$ cat src/hw/rtl/gdr_pkg.sv
// ---------------------------------------------------------------------------
// gdr_pkg
// Types, constants and helpers shared by the grid ray caster modules.
// ---------------------------------------------------------------------------
package gdr_pkg;

    // fixed-point and geometry constants
    localparam int FRAC_BITS     = 16;
    localparam int MAP_WIDTH     = 64;
    localparam int MAP_HEIGHT    = 64;
    localparam int MAP_DEPTH     = MAP_WIDTH * MAP_HEIGHT;
    localparam int MAP_AW        = $clog2(MAP_DEPTH);
    localparam int CELL_W        = $clog2(MAP_WIDTH);
    localparam int SCREEN_HEIGHT = 768;

    // datapath widths
    localparam int SIDE_W   = 48;   // side and delta distances
    localparam int MUL_AW   = 18;   // narrow multiplier operand
    localparam int PROD_W   = MUL_AW + SIDE_W;
    localparam int DIVQ_W   = 33;   // divider dividend and quotient
    localparam int CFG_IW   = 3;
    localparam int CFG_DW   = 22;

    localparam logic [SIDE_W-1:0] SAT_CAP      = {SIDE_W{1'b1}};
    localparam logic [DIVQ_W-1:0] RECIP_NUM    = 33'h1_0000_0000;
    localparam logic [DIVQ_W-1:0] LH_NUM       = 33'd50331648;
    localparam logic [10:0]       LH_CAP       = 11'd1536;
    localparam logic [9:0]        HALF_HEIGHT  = 10'd384;
    localparam logic [9:0]        ROW_LAST     = 10'd767;
    localparam logic [22:0]       HIT_MAX      = 23'd4194304;
    localparam logic [23:0]       DIST_OUT_MAX = 24'hFF_FFFF;
    localparam logic [7:0]        WALK_LIMIT   = 8'd132;
    localparam logic [31:0]       SHADE_X      = 32'hCCCC_CCFF;
    localparam logic [31:0]       SHADE_Y      = 32'h8888_88FF;
    localparam logic signed [17:0] CAM_ONE     = 18'sd65536;

    // configuration register indexes
    localparam logic [CFG_IW-1:0] CFG_PLAYER_X = 3'd0;
    localparam logic [CFG_IW-1:0] CFG_PLAYER_Y = 3'd1;
    localparam logic [CFG_IW-1:0] CFG_DIR_X    = 3'd2;
    localparam logic [CFG_IW-1:0] CFG_DIR_Y    = 3'd3;
    localparam logic [CFG_IW-1:0] CFG_PLANE_X  = 3'd4;
    localparam logic [CFG_IW-1:0] CFG_PLANE_Y  = 3'd5;

    // request commands
    localparam logic CMD_CAST  = 1'b0;
    localparam logic CMD_WRITE = 1'b1;

    typedef struct packed {
        logic       cmd;
        logic [9:0] column;
        logic [5:0] cell_x;
        logic [5:0] cell_y;
        logic       cell_is_wall;
    } gdr_in_t;

    typedef struct packed {
        logic [9:0]  out_column;
        logic [9:0]  row_top;
        logic [9:0]  row_bottom;
        logic        hit_side;
        logic [31:0] shade;
        logic [23:0] wall_distance;
        logic [22:0] hit_point_x;
        logic [22:0] hit_point_y;
    } gdr_out_t;

    // map write port
    typedef struct packed {
        logic              en;
        logic [MAP_AW-1:0] addr;
        logic              data;
    } gdr_map_wr_t;

    // magnitude of a ray component
    function automatic logic [MUL_AW-1:0] mag20(input logic signed [19:0] v);
        logic [19:0] n;
        n = -v;
        return v[19] ? n[MUL_AW-1:0] : v[MUL_AW-1:0];
    endfunction

    // product shifted down by the fraction bits, saturated at the cap
    function automatic logic [SIDE_W-1:0] sat_mul(input logic [PROD_W-1:0] p);
        return (p[PROD_W-1:SIDE_W+FRAC_BITS] != '0) ? SAT_CAP
                                                     : p[SIDE_W+FRAC_BITS-1:FRAC_BITS];
    endfunction

endpackage

$ cat src/hw/rtl/gdr_mul.sv
// ---------------------------------------------------------------------------
// gdr_mul
// Unsigned 18 by 48 bit multiplier built from two 18 by 24 bit partial
// products: the low one is registered, then the high one is added in.
// ---------------------------------------------------------------------------
module gdr_mul import gdr_pkg::*; (
    input  logic              aclk,
    input  logic              aresetn,
    input  logic              start,
    input  logic [MUL_AW-1:0] a,
    input  logic [SIDE_W-1:0] b,
    output logic              done,
    output logic [PROD_W-1:0] prod
);

    localparam int HALF_W = SIDE_W / 2;
    localparam int PART_W = MUL_AW + HALF_W;

    logic              phase_reg;
    logic              done_reg;
    logic [PART_W-1:0] lo_reg;
    logic [PROD_W-1:0] prod_reg;
    logic [PART_W-1:0] part_lo;
    logic [PART_W-1:0] part_hi;

    assign part_lo = a * b[HALF_W-1:0];
    assign part_hi = a * b[SIDE_W-1:HALF_W];

    // control
    always_ff @(posedge aclk) begin
        if (!aresetn) begin
            phase_reg <= 1'b0;
            done_reg  <= 1'b0;
        end else begin
            phase_reg <= start;
            done_reg  <= phase_reg;
        end
    end

    // low half first, then high half added in
    always_ff @(posedge aclk) begin
        if (start) begin
            lo_reg <= part_lo;
        end
        if (phase_reg) begin
            prod_reg <= PROD_W'(lo_reg) + {part_hi, {HALF_W{1'b0}}};
        end
    end

    assign done = done_reg;
    assign prod = prod_reg;

endmodule

$ cat config.mk
export PLATFORM = sky130hd
export DESIGN_NAME = gdr_mul
export DESIGN_NICKNAME = d
export VERILOG_FILES = /design/src/hw/rtl/gdr_pkg.sv /design/src/hw/rtl/gdr_mul.sv
export SDC_FILE = /design/constraint.sdc
export NUM_CORES = 2
export LEC_CHECK = 0
export ABC_AREA = 1
export BUFFER_PORTS_ARGS = -buffer_cell sky130_fd_sc_hd__buf_4
export CAP_MARGIN = 30
export CORE_ASPECT_RATIO = 0.7
export CORE_MARGIN = 2
export CORE_UTILIZATION = 50
export CTS_BUF_LIST = sky130_fd_sc_hd__clkbuf_4 sky130_fd_sc_hd__clkbuf_8
export CTS_CLUSTER_SIZE = 8
export DETAILED_ROUTE_END_ITERATION = 12
export PLACE_DENSITY = 0.67
export SLEW_MARGIN = 30
export SYNTH_ARGS = -nofsm -noshare
export SYNTH_HDL_FRONTEND = slang
export SYNTH_SLANG_ARGS = --single-unit
$ cat constraint.sdc
create_clock -name aclk -period 22.7 [get_ports aclk]
set_input_delay 6.81 -clock aclk [delete_from_list [all_inputs] [get_ports aclk]]
set_output_delay 6.81 -clock aclk [all_outputs]
set_load 0.01 [all_outputs]
Word level (Yosys, flattened, before mapping)
Index checks and enable logic that the tools add are counted.
{"block": "totals", "regBits": 110, "word_cells": 7}
{"block": "op_classes", "addsub": 1, "multipliers": 2}
{"cell": "18-bit by 24-bit multiplier with 42-bit output", "count": 2}
{"cell": "42-bit by 66-bit adder with 66-bit output", "count": 1}

Depth between registers and ports, before layout
{"block": "logic_depth", "word_depth": 2, "mapped_depth": 41, "mapped_depth_nobuf": 39}

Least setup slack after synthesis
OpenSTA, ideal clock, no wires.
{"block": "synth_timing", "kind": "in2reg", "startpoint": "in a[3]", "endpoint": "reg prod_reg[56], in the netlist prod[56] (data pin)", "path_slack_ns": 9.376, "stages": 34, "t_required_ns": 22.446, "arrival_time_ns": 13.070, "cell_sequence": "clkbuf_1 buf_1 nand2_1 fa_1 inv_1 fa_1 inv_1 fa_1 inv_1 fa_1 fa_1 inv_1 fa_1 inv_1 ha_1 nand2_1 inv_1 nand2_1 nand2_1 inv_1 nand2_1 xor2_1 ha_1 a21oi_1 o21ai_0 a21oi_1 nand2_1 a21oi_1 nor2_2 nand2_2 nor2_4 nand2_2 xor2_1 inv_1"}
{"block": "synth_between", "elab_chain_cells": 2}
{"item": "start: declaration", "line_no": "gdr_mul.sv:10", "rtl": "input logic [MUL_AW-1:0] a,"}
{"item": "18-bit by 24-bit multiplier with 42-bit output", "line_no": "gdr_mul.sv:27", "rtl": "assign part_hi = a * b[SIDE_W-1:HALF_W];"}
{"item": "42-bit by 66-bit adder with 66-bit output", "line_no": "gdr_mul.sv:46", "rtl": "prod_reg <= PROD_W'(lo_reg) + {part_hi, {HALF_W{1'b0}}};"}
{"item": "end signal: assignment", "line_no": "gdr_mul.sv:46"}
{"item": "end: declaration", "line_no": "gdr_mul.sv:22", "rtl": "logic [PROD_W-1:0] prod_reg;"}
No other way between the ends.
A chain may end at the register's enable or synchronous reset.

Final worst setup path
Ends and elaborated chain as after synthesis.

==> impl_metrics.tcl <==
set metrics [dict create \
    final_core_util 0.527 \
    wl_um 95400 \
    final_area_mm2 0.0357 \
    clockRootBuffer "clkbuf_8" \
    ys_seq_area_frac 0.0964 \
    finalCritPeriodShare 0.595 \
    cts_tree "yes" \
    path_max_fanout 48 \
    synth_cell_types 39 \
    fp.dieH_um 222 \
    synth-main-ff-cell "edfxtp_1" \
    fp.dieArea_mm2 0.0702 \
    clock_sinks 110 \
    grt_max_degree 54 \
    yosys.area.top_type_share 0.414 \
    maxSlewViolCount 0 \
    antenna_cells 0 \
    cpMaxStageDelayCell "buf_4" \
    synth_nets 5403 \
    fmax_mhz 74.0 \
    fin_skew_ns 0.0323 \
    cts_resized 0 \
    synth_edf_count 108 \
    r2r-end "prod[61]" \
    worstRegToRegCells 14 \
    drc_errors 0 \
    maxCapViolCount 0 \
    htreeDepth 3 \
    crit_type "primary input to flop" \
    rows 80 \
    place.gp.congestion 0.951 \
    wl_per_cell_um 18.2 \
    crit_arrival_ns 13.71 \
    grt_pass1_wl_um 155000 \
    synth_warnings 0 \
    synth_seq_cells 110 \
    die_x_um 316 \
    slew_headroom 0.456 \
    dpl_cell_area_mm2 0.0355 \
    core_mm2 0.0678 \
    hpwl_um 74700 \
    worstPathRequired_ns 22.90 \
    run_status "finished, final reports clean" \
    drtIter0Drc 2496 \
    clockBufferDepth 2 \
    io_buffers 135 \
    nNetsFinal 5363 \
    fill_cells 6546 \
    period_minus_slack_ns 13.51 \
    clk_latency_ns 0.45 \
    grt_overflow 0 \
    start_util 0.503 \
    final_common_cell "nand2_1" \
    grt_pass1_vias 28300 \
    synthArstFlopShare 0 \
    finalSetupViolCount 0 \
    largest_reg_flops 66 \
    viasPerCell 5.14 \
    critPathLaunch "a[3]" \
    hold_slack_ns 0.427 \
    hold_path_class "flop to flop" \
    tightest_slew_ns 0.809 \
    rsz0062_at_grt "false" \
    reg2reg_slack_ns 20.02 \
    critPathLaunchType "primary input" \
    path_clk_slew_ns 0.11 \
    final_cell_mix "nand2_1, inv_1, fa_1" \
    r2r-start "lo_reg[34]" \
    synth.area.top_cells "fa_1, nand2_1, inv_1" \
    vias 27000 \
    avgSynthCellArea_um2 7.78 \
    grt_usage 0.286 \
    io-pin-count 136 \
    detail-route-antenna-nets 0 \
    drive_above_1_share 0.0467 \
    area_growth_pct 4.81 \
    netlist_area_mm2 0.0341 \
    synth_top_cell_by_area "fa_1" \
    tns_ns 0 \
    endpoint "prod[56]" \
    crit_path_end_kind "flop" \
    cts_made_buffers 9 \
    post_cts_buffers 0 \
    firstDrtPassIters 6 \
    hold_viol 0 \
    hold_buffers 0 \
    synthCells 4379 \
    crit_top_cell "inv_1" \
    slowest_delay_ns 0.59 \
    antenna_found_initial 1 \
]
## per-layer routing
layer  global-route usage  share of wire
met5                    0        0.00014
met4               0.0427         0.0097
met3               0.0757           0.13
met2                0.397           0.39
met1                0.452           0.47
## logic make-up (layout without fill, tap and decap cells)
| family | after synthesis | count (layout) | share of synthesized area |
|---|---|---|---|
| and+or+nand+nor | 1570 | 1570 | 0.183 |
| buffers and inverters | 1487 | 1452 | 0.164 |
| adders and majority gates | 955 | 955 | 0.506 |
| AOI/OAI and AO/OA | 172 | 172 | 0.0287 |
| DFF | 110 | 110 | 0.0964 |
| xor gates and xnor gates | 85 | 85 | 0.0219 |
## synthesized netlist by cell type (all sizes together) (4+ instances only)
cell	instances
nand2	1320
inv	1297
fa	705
ha	250
clkbuf	145
nor2	136
edfxtp	108
a21oi	89
nand3	79
xor2	61
buf	43
o21ai	37
xnor2	24
nand4	15
a31oi	11
a21o	7
nor3	6
o21bai	6
o31ai	6
nor4	5
o21a	5
nand3b	4
o221ai	4
## how the worst min path moves through the flow
stage / start / to / slack, ns / cells past startpoint
after detailed placement: lo_reg[17] / prod[17] / 0.40 / 0
after CTS: lo_reg[17] / prod[17] / 0.43 / 0
after floorplan: lo_reg[0] / prod[0] / 0.40 / 0
final: lo_reg[9] / prod[9] / 0.43 / 0
after global placement: lo_reg[21] / prod[21] / 0.40 / 0
after global routing: lo_reg[4] / prod[4] / 0.44 / 0
## worst max-delay path: cells and delay by family
kind	cells	cell delay (ns)
xor+xnor	2	0.30
simple gates	10	1.00
fa+ha+maj	8	3.74
compound gates	4	0.76
buf+inv	9	1.03
## stage by stage
stage	instances	setup WS (ns)
after floorplan	4379	9.38
after global placement	5230	8.79
after detailed placement	5230	8.75
after CTS	5246	9.23
after global routing	5246	8.62
final	5246	9.19
## final cells by class
class                           instances  area [um^2]  share of cell area
Clock inverter                          6         62.6             0.00175
Multi-Input combinational cell       2782        25200               0.705
Inverter                             1299         4880               0.137
Clock buffer                           10          131             0.00368
Tap cell                              902         1130              0.0316
Timing Repair Buffer                  137         1030              0.0288
Sequential cell                       110         3280              0.0920
Power is not shown: default switching activity piles up to over one toggle a cycle in this logic, so the estimate is an artifact.
