**src/hw/rtl/gdr_pkg.sv**
```systemverilog
// ---------------------------------------------------------------------------
// gdr_pkg
// Types, constants and helpers shared by the grid ray caster modules.
// ---------------------------------------------------------------------------
package gdr_pkg;

    // fixed-point and geometry constants
    localparam int FRAC_BITS     = 16;
    localparam int MAP_WIDTH     = 64;
    localparam int MAP_HEIGHT    = 64;
    localparam int MAP_DEPTH     = MAP_WIDTH * MAP_HEIGHT;
    localparam int MAP_AW        = $clog2(MAP_DEPTH);
    localparam int CELL_W        = $clog2(MAP_WIDTH);
    localparam int SCREEN_HEIGHT = 768;

    // datapath widths
    localparam int SIDE_W   = 48;   // side and delta distances
    localparam int MUL_AW   = 18;   // narrow multiplier operand
    localparam int PROD_W   = MUL_AW + SIDE_W;
    localparam int DIVQ_W   = 33;   // divider dividend and quotient
    localparam int CFG_IW   = 3;
    localparam int CFG_DW   = 22;

    localparam logic [SIDE_W-1:0] SAT_CAP      = {SIDE_W{1'b1}};
    localparam logic [DIVQ_W-1:0] RECIP_NUM    = 33'h1_0000_0000;
    localparam logic [DIVQ_W-1:0] LH_NUM       = 33'd50331648;
    localparam logic [10:0]       LH_CAP       = 11'd1536;
    localparam logic [9:0]        HALF_HEIGHT  = 10'd384;
    localparam logic [9:0]        ROW_LAST     = 10'd767;
    localparam logic [22:0]       HIT_MAX      = 23'd4194304;
    localparam logic [23:0]       DIST_OUT_MAX = 24'hFF_FFFF;
    localparam logic [7:0]        WALK_LIMIT   = 8'd132;
    localparam logic [31:0]       SHADE_X      = 32'hCCCC_CCFF;
    localparam logic [31:0]       SHADE_Y      = 32'h8888_88FF;
    localparam logic signed [17:0] CAM_ONE     = 18'sd65536;

    // configuration register indexes
    localparam logic [CFG_IW-1:0] CFG_PLAYER_X = 3'd0;
    localparam logic [CFG_IW-1:0] CFG_PLAYER_Y = 3'd1;
    localparam logic [CFG_IW-1:0] CFG_DIR_X    = 3'd2;
    localparam logic [CFG_IW-1:0] CFG_DIR_Y    = 3'd3;
    localparam logic [CFG_IW-1:0] CFG_PLANE_X  = 3'd4;
    localparam logic [CFG_IW-1:0] CFG_PLANE_Y  = 3'd5;

    // request commands
    localparam logic CMD_CAST  = 1'b0;
    localparam logic CMD_WRITE = 1'b1;

    typedef struct packed {
        logic       cmd;
        logic [9:0] column;
        logic [5:0] cell_x;
        logic [5:0] cell_y;
        logic       cell_is_wall;
    } gdr_in_t;

    typedef struct packed {
        logic [9:0]  out_column;
        logic [9:0]  row_top;
        logic [9:0]  row_bottom;
        logic        hit_side;
        logic [31:0] shade;
        logic [23:0] wall_distance;
        logic [22:0] hit_point_x;
        logic [22:0] hit_point_y;
    } gdr_out_t;

    // map write port
    typedef struct packed {
        logic              en;
        logic [MAP_AW-1:0] addr;
        logic              data;
    } gdr_map_wr_t;

    // magnitude of a ray component
    function automatic logic [MUL_AW-1:0] mag20(input logic signed [19:0] v);
        logic [19:0] n;
        n = -v;
        return v[19] ? n[MUL_AW-1:0] : v[MUL_AW-1:0];
    endfunction

    // product shifted down by the fraction bits, saturated at the cap
    function automatic logic [SIDE_W-1:0] sat_mul(input logic [PROD_W-1:0] p);
        return (p[PROD_W-1:SIDE_W+FRAC_BITS] != '0) ? SAT_CAP
                                                     : p[SIDE_W+FRAC_BITS-1:FRAC_BITS];
    endfunction

endpackage

```
**src/hw/rtl/gdr_div.sv**
```systemverilog
// ---------------------------------------------------------------------------
// gdr_div
// Restoring unsigned divider, one quotient bit per cycle, shared by the
// reciprocal and line height divisions.
// ---------------------------------------------------------------------------
module gdr_div import gdr_pkg::*; (
    input  logic              aclk,
    input  logic              aresetn,
    input  logic              start,
    input  logic [DIVQ_W-1:0] dividend,
    input  logic [SIDE_W-1:0] divisor,
    output logic              done,
    output logic [DIVQ_W-1:0] quotient
);

    localparam logic [5:0] DIV_STEPS = 6'(DIVQ_W);

    logic              busy_reg;
    logic              done_reg;
    logic [5:0]        cnt_reg;
    logic [SIDE_W-1:0] rem_reg;
    logic [SIDE_W-1:0] den_reg;
    logic [DIVQ_W-1:0] quo_reg;

    logic [SIDE_W:0]   trial;
    logic [SIDE_W:0]   diff;
    logic              ge;

    // one trial subtraction
    assign trial = {rem_reg, quo_reg[DIVQ_W-1]};
    assign diff  = trial - {1'b0, den_reg};
    assign ge    = (trial >= {1'b0, den_reg});

    // control
    always_ff @(posedge aclk) begin
        if (!aresetn) begin
            busy_reg <= 1'b0;
            done_reg <= 1'b0;
            cnt_reg  <= '0;
        end else begin
            done_reg <= 1'b0;
            if (start) begin
                busy_reg <= 1'b1;
                cnt_reg  <= DIV_STEPS;
            end else if (busy_reg) begin
                cnt_reg <= cnt_reg - 1'b1;
                if (cnt_reg == 6'd1) begin
                    busy_reg <= 1'b0;
                    done_reg <= 1'b1;
                end
            end
        end
    end

    // datapath
    always_ff @(posedge aclk) begin
        if (start) begin
            rem_reg <= '0;
            den_reg <= divisor;
            quo_reg <= dividend;
        end else if (busy_reg) begin
            rem_reg <= ge ? diff[SIDE_W-1:0] : trial[SIDE_W-1:0];
            quo_reg <= {quo_reg[DIVQ_W-2:0], ge};
        end
    end

    assign done     = done_reg;
    assign quotient = quo_reg;

endmodule

```
**config.mk**
```make
export PLATFORM = sky130hd
export DESIGN_NAME = gdr_div
export DESIGN_NICKNAME = d
export VERILOG_FILES = /design/src/hw/rtl/gdr_pkg.sv /design/src/hw/rtl/gdr_div.sv
export SDC_FILE = /design/constraint.sdc
export NUM_CORES = 1
export LEC_CHECK = 0
export BUFFER_PORTS_ARGS = -buffer_cell sky130_fd_sc_hd__buf_2
export CORE_ASPECT_RATIO = 0.5
export CORE_UTILIZATION = 53
export CTS_CLUSTER_DIAMETER = 50
export DETAILED_ROUTE_END_ITERATION = 16
export PLACE_DENSITY = 0.78
export SETUP_SLACK_MARGIN = 0.4
export SYNTH_ARGS = -nofsm -noshare
export SYNTH_HDL_FRONTEND = slang
export SYNTH_SLANG_ARGS = --single-unit
```
**constraint.sdc**
```tcl
create_clock -name aclk -period 2.9 [get_ports aclk]
set_clock_uncertainty 0.05 [all_clocks]
set_input_delay 0.87 -clock aclk [delete_from_list [all_inputs] [get_ports aclk]]
set_output_delay 0.87 -clock aclk [all_outputs]
set_load 0.03 [all_outputs]
```
* Word-level counts from Yosys, hierarchy flattened
Index checks and enable logic that the tools add are counted.
** Word-level totals
- Word-level logic and storage cells :: 25
- Flip-flop bits (word level) :: 137
- Output and inout bits :: 34
** Operators by class
- Mux-type cells :: 9
- Magnitude comparators :: 1
- Equality and inequality tests :: 1
- Reduce and logical (&&, ||, !) cells :: 3
- Add/subtract/negate cells :: 2
- Bitwise logic cells :: 2
** Operators with widths (number)
- 2-to-1 mux 33 bit :: 2
- greater-or-equal comparator 49 x 48 -> 1 bit :: 1
- 2-to-1 mux 48 bit :: 1
- subtractor 48 bit :: 1
- 2-to-1 mux 6 bit :: 2
- equality test 6 x 1 -> 1 bit, second input constant :: 1
- subtractor 6 x 1 -> 6 bit, second input constant :: 1
- 2-to-1 mux 1 bit :: 4
- OR reduction 3 bit :: 1
- NOT 1 bit :: 2
- nonzero test 2 bit :: 1
- OR reduction 2 bit :: 1

* Longest topological paths before layout
Gate-level depths: netlist of run 1.
- Depth after elaboration :: 4
- Mapped depth :: 14
- Depth with buffers taken out :: 12

* Worst setup path before layout of run 1
Ideal clock, no wire load.
- Path type :: reg2reg
- From :: register quo_reg[32] (netlist: quotient[32])
- To :: register rem_reg[26]
- Stages on the path, launching flop included :: 13
- Setup slack :: -0.122 ns
- Clock period less this slack :: 3.022 ns
- Path buffers :: 0
- Arrival time :: 2.886 ns
- Cells stage by stage :: edfxtp_1 > inv_1 > ha_1 > fa_1 > nor2b_1 > o2111ai_1 > a2111oi_0 > nor3_1 > o31ai_1 > a21oi_1 > xnor2_1 > mux2i_1 > a211oi_1
** Between the ends
- Word-level cells in the longest chain between the ends :: 2
- Elaborated cells between the ends (all ways) :: 3
- Classes of those cells :: add/sub (1); order compare (1); mux (1)
** RTL lines
- from (decl) :: line gdr_div.sv:23 : logic [DIVQ_W-1:0] quo_reg;
- from (signal assigned) :: line gdr_div.sv:60 : quo_reg <= dividend;
- from (signal assigned) :: line gdr_div.sv:63 : quo_reg <= {quo_reg[DIVQ_W-2:0], ge};
- subtractor 48 bit / greater-or-equal comparator 49 x 48 -> 1 bit (equally long branches) :: line gdr_div.sv:31, gdr_div.sv:32
- 2-to-1 mux 48 bit * :: line gdr_div.sv:62 : rem_reg <= ge ? diff[SIDE_W-1:0] : trial[SIDE_W-1:0];
- to (signal assigned) :: line gdr_div.sv:62
- to (decl) :: line gdr_div.sv:21 : logic [SIDE_W-1:0] rem_reg;
Every way passes the cells marked *; elsewhere a longest branch is shown, timed or not.
A chain may end at the register's enable or synchronous reset.

* Worst setup path in the final report of run 1
- From :: register den_reg[1]
- To :: register rem_reg[14]
** Between the ends
- Word-level cells in the longest chain between the ends :: 2
- Elaborated cells between the ends (all ways) :: 3
- Classes of those cells :: add/sub (1); order compare (1); mux (1)
** RTL lines
- from (decl) :: line gdr_div.sv:22 : logic [SIDE_W-1:0] den_reg;
- from (signal assigned) :: line gdr_div.sv:59 : den_reg <= divisor;
- subtractor 48 bit / greater-or-equal comparator 49 x 48 -> 1 bit (equally long branches) :: line gdr_div.sv:31, gdr_div.sv:32
- 2-to-1 mux 48 bit * :: line gdr_div.sv:62
Marks and branches as above.

==> results.md, run 1 <==
* Outcome: finished, violations left
* Failing checks: setup timing
* Max_cap viols at 0
* Initial antenna violation count at 0
* Root Driver: clkbuf_16
* Worst Slack Setup Final at -0.0591 ns
* Final Hold Fails at 0
* Most used cell, CP: o21a_4
* RSZ-0062 raised after global routing: true
* Crit path max fanout at 8
* Top_reg_cell synth: edfxtp_1
* Least-Margin Pin Slew at slightly above 0.9 ns
* Vias in the first global route at between 7000 and 8000
* Max Freq at 0.338 GHz
* Clock Sinks at 137
* Die width at 179 um
* CP peak stage delay at 0.40 ns
* Die area at 16200 sq um
* Drt first pass iters at 6
* Post-synth EDFFs at ~80
* Routed vias at roughly 7500
* Final instance area at 11000 sq um
* Die height at 90.4 um
* Fin nets at 1171
* PwrDens at roughly 580 nW/um^2
* DP Wirelength at 15500 um
* Most area-consuming cells after synthesis: edfxtp_1 (29%), dfxtp_1 (14%), ha_1 (7.5%), mux2_2 (4.3%), mux2i_1 (4.0%)
* Static Leak at about 4.7 nW
* Top-count cell post-synth: edfxtp_1
* Post-route ant nets at 0
* DR DRC count at 0
* Crit path time final at 2.96 ns
* CP Data Arrival Time at 3.19 ns
* Endpoint type of the worst setup path: flop
* Yosys cell types at 68
* CTS buffer count at 17
* Core area at 14900 sq um
* Worst path cell trace: inv_1 > ha_1 > nor2b_4 > o2111ai_4 > and2_4 > o311ai_4 > o21a_4 > a211o_4 > o21a_4 > buf_12 > mux2i_2 > a211oi_2
* ANT cells at 0
* Worst path slowest cell: edfxtp_1
* Vias per cell at slightly above 6
* Post-route clock period utilization at 102%
* Clk Latency, worst-skew pair at 0.44 ns
* Total gr overflow at 0
* Commonest cells in the netlist: edfxtp_1 (81), nor2_1 (69), a21oi_1 (62), nand2_1 (62), inv_1 (61)
* DRT Wirelength at 23500 um
* Starting density of the core at 55.8%
* H-tree Lvls at 4
* Synth warn at 0
* Post-synth top area cell: edfxtp_1
* Net Count, Synth at 974
* Wire per inst at 18.9 um
* Rel. slew slack at between 30 and 40%
* Gpl congestion at ~0.95
* Fillers at slightly below 1000
* # IOs at around 120
* Setup CP Type: flop to flop
* Max-slew violations at 0
* Area delta synth->final at 32.9%
* FFs w/ async S/R, synth at 0%
* Post-DP Area at between 9000 and 10000 sq um
* Synth Register Bits at 137
* First-pass GRT wire length at 36400 um
* Post-CTS Hold Fix Bufs at 0
* Reg clk slew, reported paths at 0.07 ns
* CTS tree: done
* Final setup viols at 26
* Post-synthesis sequential area ratio at 42.9%
* Largest net degree at the start of global routing at 66
* Crit start category: flop
* Initial DRC Count at 691
* Max IR drop VDD at 0.000468 V
* Mapped Area at 8290 sq um
* Post-Syn Area per Cell at 9.88 sq um
* Critical Path RT at 3.13 ns
* Mapped Cells at 839
* Post-synth top area share at between 20 and 30%
* Place WS at -0.127 ns
* Rows at 31
* HP Class: flop to flop
* Port buffer count at ~120
* Longest Clk Path Bufs at 2
* Share of layout cells above drive strength 1 at about 37%
* Overall routing resource usage at 28.7%
==> worst paths after layout <==
| check | from | endpoint | slack (ns) | cells past startpoint |
|---|---|---|---|---|
| worst min register to register | rem_reg[5] | rem_reg[5] | 0.43 | 2 |
| worst max-delay path | den_reg[1] | rem_reg[14] | -0.06 | 12 |
| worst min-delay path | rem_reg[5] | rem_reg[5] | 0.43 | 2 |
| worst max register to register | den_reg[1] | rem_reg[14] | -0.06 | 12 |
==> critical path, delay by kind of cell, from the launching register on <==
kind	cells	cell delay, ns
adders and majority gates	1	0.24
AOI/OAI and AO/OA	6	1.30
and+or+nand+nor	2	0.35
DFF	1	0.40
buffers and inverters	2	0.26
muxes	1	0.20
==> metal layers <==
metal  track usage [%]  part of all wire [%]
met1              38.7                    43
met2              43.8                    45
met3              7.91                   9.3
met4              10.9                   2.5
met5                 0                     0
==> through the flow <==
stage               hold WS, ns  utilization [%]  setup TNS, ns  total power, mW  std cells
floorplan                 0.391                -        -0.0706             3.43        839
finish                    0.430             74.2         -0.558             6.39       1247
global placement          0.405             64.5          -1.07             3.89       1189
detailed placement        0.417             64.5          -2.25             3.94       1189
global route              0.456             74.2          -3.67             6.63       1247
CTS                       0.426             71.8              0             6.22       1242
==> repair_timing <==
item	4_1_cts	5_1_grt
pin swaps	45	51
gates cloned	3	1
buffers inserted	18	4
endpoints found under the setup margin	49	49
gates resized for setup	69	62
==> placed cells by master (no fill, tap or decap), types with 5 or more instances in the layout <==
cell type  instances
buf_2            116
a21oi_2           12
clkbuf_16         18
buf_4             83
buf_6             12
a211oi_2          11
nand3_1            5
nor2_1            66
dfxtp_1           55
xnor2_1           29
nand2_1           57
a21oi_1           47
inv_6              7
nand4_1           14
inv_1             60
o211ai_1           8
nor3_1             6
ha_2               8
o21bai_1           6
o21ai_0           16
ha_1              38
xor2_1            15
nand4b_1           5
mux2_2            32
o21a_1             6
nor2b_1            5
a211oi_1          26
mux2i_1           31
edfxtp_1          81
o21ai_1           13
o21ai_2           10
a21o_1            22
==> kinds of logic (layout without fill, tap and decap cells) <==
logic type	Yosys count	in the layout	share of synthesized area, %
XOR/XNOR	45	45	4.75
flip-flops	137	137	42.9
adder cells (fa/ha/maj)	51	51	7.79
buffers and inverters	102	312	5.19
multiplexers	66	66	8.47
AO/OA/AOI/OAI	237	237	19.6
AND/OR/NAND/NOR	201	201	11.3
==> cell type report <==
type / count / area [sq um] / share of cell area [%]
multi-input combinational: 600 / 4910 / 44.5
sequential: 137 / 3550 / 32.3
tap: 198 / 248 / 2.25
timing repair buffer: 219 / 1510 / 13.7
clock inverter: 15 / 139 / 1.26
clock buffer: 17 / 425 / 3.86
inverter: 61 / 229 / 2.08
==> report_power, final <==
group          internal, mW  switching (mW)  leakage (nW)
Combinational         0.830            1.09          3.14
Clock                  1.19           0.938         0.276
Sequential             2.24          0.0962          1.26
Total                  4.27            2.12          4.67
(Power assumes the default switching activity.)
==> run 2, diff against run 1 <==
==> constraint.sdc (replaced) <==
create_clock -name aclk -period 2.9 [get_ports aclk]
set_clock_uncertainty 0.05 [all_clocks]
set_input_delay 0.58 -clock aclk [delete_from_list [all_inputs] [get_ports aclk]]
set_output_delay 0.58 -clock aclk [all_outputs]
set_load 0.03 [all_outputs]
==> results.md, run 2 (synthesis gave the netlist of run 1 again) <==
* Final Power at 6.67 mW (was 6.39 mW)
* DP Wirelength at 15700 um (was 15500 um)
* Largest net degree at the start of global routing at 40 (was 66)
* Overall routing resource usage at 29.5% (was 28.7%)
* H-tree Lvls at 4 (unchanged)
* Wire per inst at 20.4 um (was 18.9 um)
* Crit start category: flop (unchanged)
* Endpoint type of the worst setup path: flop (unchanged)
* Core area at 14900 sq um (unchanged)
* ANT cells at 0 (unchanged)
* Crit path time final at 3.11 ns (was 2.96 ns)
* Longest Clk Path Bufs at 2 (unchanged)
* Max_cap viols at 0 (unchanged)
* Max IR drop VDD at 0.000471 V (was 0.000468 V)
* Commonest non-fill, non-tap cell in the layout: buf_2 (unchanged)
* DRT Wirelength at 25700 um (was 23500 um)
* Worst Slack Setup Final at -0.207 ns (was -0.0591 ns)
* Failing checks: setup timing (unchanged)
* # IOs at 118 (unchanged)
* Static Leak at 4.76 nW (was 4.67 nW)
* Die width at 179 um (unchanged)
* Critical Path RT at 3.20 ns (was 3.13 ns)
* Inst Count DP at 1192 (was 1189)
* Rows at 31 (unchanged)
* HP Class: primary input to flop (was flop to flop)
* Clk Latency, worst-skew pair at 0.44 ns (about the same)
* Initial antenna violation count at 0 (unchanged)
* CTS tree: done (unchanged)
* Setup tns final at -2.15 ns (was -0.558 ns)
* Drt first pass iters at 7 (was 6)
* Die area at 16200 sq um (unchanged)
* Final setup viols at 36 (was 26)
* Clock Sinks at 137 (unchanged)
* RSZ-0062 raised after global routing: true (unchanged)
* Max-slew violations at 0 (unchanged)
* Root Driver: clkbuf_16 (unchanged)
* Post-Layout Cell Count at 1258 (was 1247)
* Area delta synth->final at 36.9% (was 32.9%)
* Outcome: finished, violations left (unchanged)
* Commonest non-fill, non-tap cells in the layout: buf_2 (116), buf_4 (84), edfxtp_1 (81) (was buf_2 (116), buf_4 (83), edfxtp_1 (81))
* Setup CP Type: flop to flop (unchanged)
* Rel. slew slack at 47.3% (was 38.7%)
* Post-route clock period utilization at 107% (was 102%)
* Least-Margin Pin Slew at 0.783 ns (was 0.919 ns)
* Fin nets at 1182 (was 1171)
* Routed vias at 7819 (was 7546)
* Reg clk slew, reported paths at 0.07 ns (about the same)
* Vias per cell at 6.22 (was 6.05)
* Max Freq at 0.322 GHz (was 0.338 GHz)
* Port buffer count at 117 (unchanged)
* DR DRC count at 0 (unchanged)
* First-pass GRT wire length at 37300 um (was 36400 um)
* CTS buffer count at 17 (unchanged)
* Initial DRC Count at 854 (was 691)
* Final Hold Fails at 0 (unchanged)
* Post-route ant nets at 0 (unchanged)
* Crit path max fanout at 4 (was 8)
* Gpl congestion at 0.938 (was 0.946)
* Share of layout cells above drive strength 1 at 40.0% (was 36.7%)
* Post-CTS Hold Fix Bufs at 0 (unchanged)
* Fillers at 904 (was 967)
* PwrDens at 588 nW/um^2 (was 580 nW/um^2)
* CP Data Arrival Time at 3.41 ns (was 3.19 ns)
* Vias in the first global route at 7523 (was 7347)
* Die height at 90.4 um (unchanged)
* Total gr overflow at 0 (unchanged)
* Starting density of the core at 55.8% (unchanged)
run 2: area by class of cell:
cell class	count	area (sq um)	area share, %
Tap cell	198	248	2.18
Timing Repair Buffer	230	1650	14.5
Clock inverter	13	154	1.36
Inverter	61	233	2.05
Multi-Input combinational cell	600	5060	44.6
Sequential cell	137	3550	31.3
Clock buffer	19	453	3.99
run 2: per-layer routing:
metal / wire length (um) / share of wire, % / GRT usage, %
met5: 0 / 0 / 0
met4: 844 / 3.3 / 9.18
met3: 2520 / 9.8 / 8.33
met2: 12000 / 46 / 45.8
met1: 10400 / 40 / 39.5
run 2: path summary, 6_finish.rpt:
check	startpoint	to	slack [ns]	depth (start not counted)
max	den_reg[24]	rem_reg[45]	-0.21	13
min	divisor[28]	den_reg[28]	0.26	1
max reg2reg	den_reg[24]	rem_reg[45]	-0.21	13
min reg2reg	rem_reg[9]	rem_reg[9]	0.42	2
run 2: critical path, stage by stage (launching register included):
cell	delay [ns]
edfxtp_1	0.38
inv_1	0.10
ha_4	0.22
a21oi_4	0.15
o21ai_2	0.10
a211o_1	0.28
o211ai_1	0.20
a31oi_2	0.19
a211o_4	0.32
buf_4	0.14
buf_6	0.12
and3_1	0.16
or3b_1	0.39
a211oi_2	0.21
run 2: report_power, final:
part,switching [mW],internal [mW]
Combinational,1.14,0.899
Clock,0.942,1.33
Sequential,0.114,2.24
Total,2.19,4.48
run 2: what timing repair did:
item                                    CTS  global route
pin swaps                                61            40
gates cloned                              3             0
setup buffers                            25             6
gates resized for setup                  86            87
endpoints found under the setup margin   49            49
run 2: per-stage QoR:
stage	hold slack (ns)	setup WS, ns	area (sq um)	utilization [%]
after floorplan	0.391	-0.0363	8350	-
final	0.264	-0.207	11300	76.4
after global placement	0.404	-0.0896	9600	64.6
after CTS	0.259	-0.00913	10900	73.2
after detailed placement	0.414	-0.137	9600	64.6
after global routing	0.254	-0.299	11300	76.4
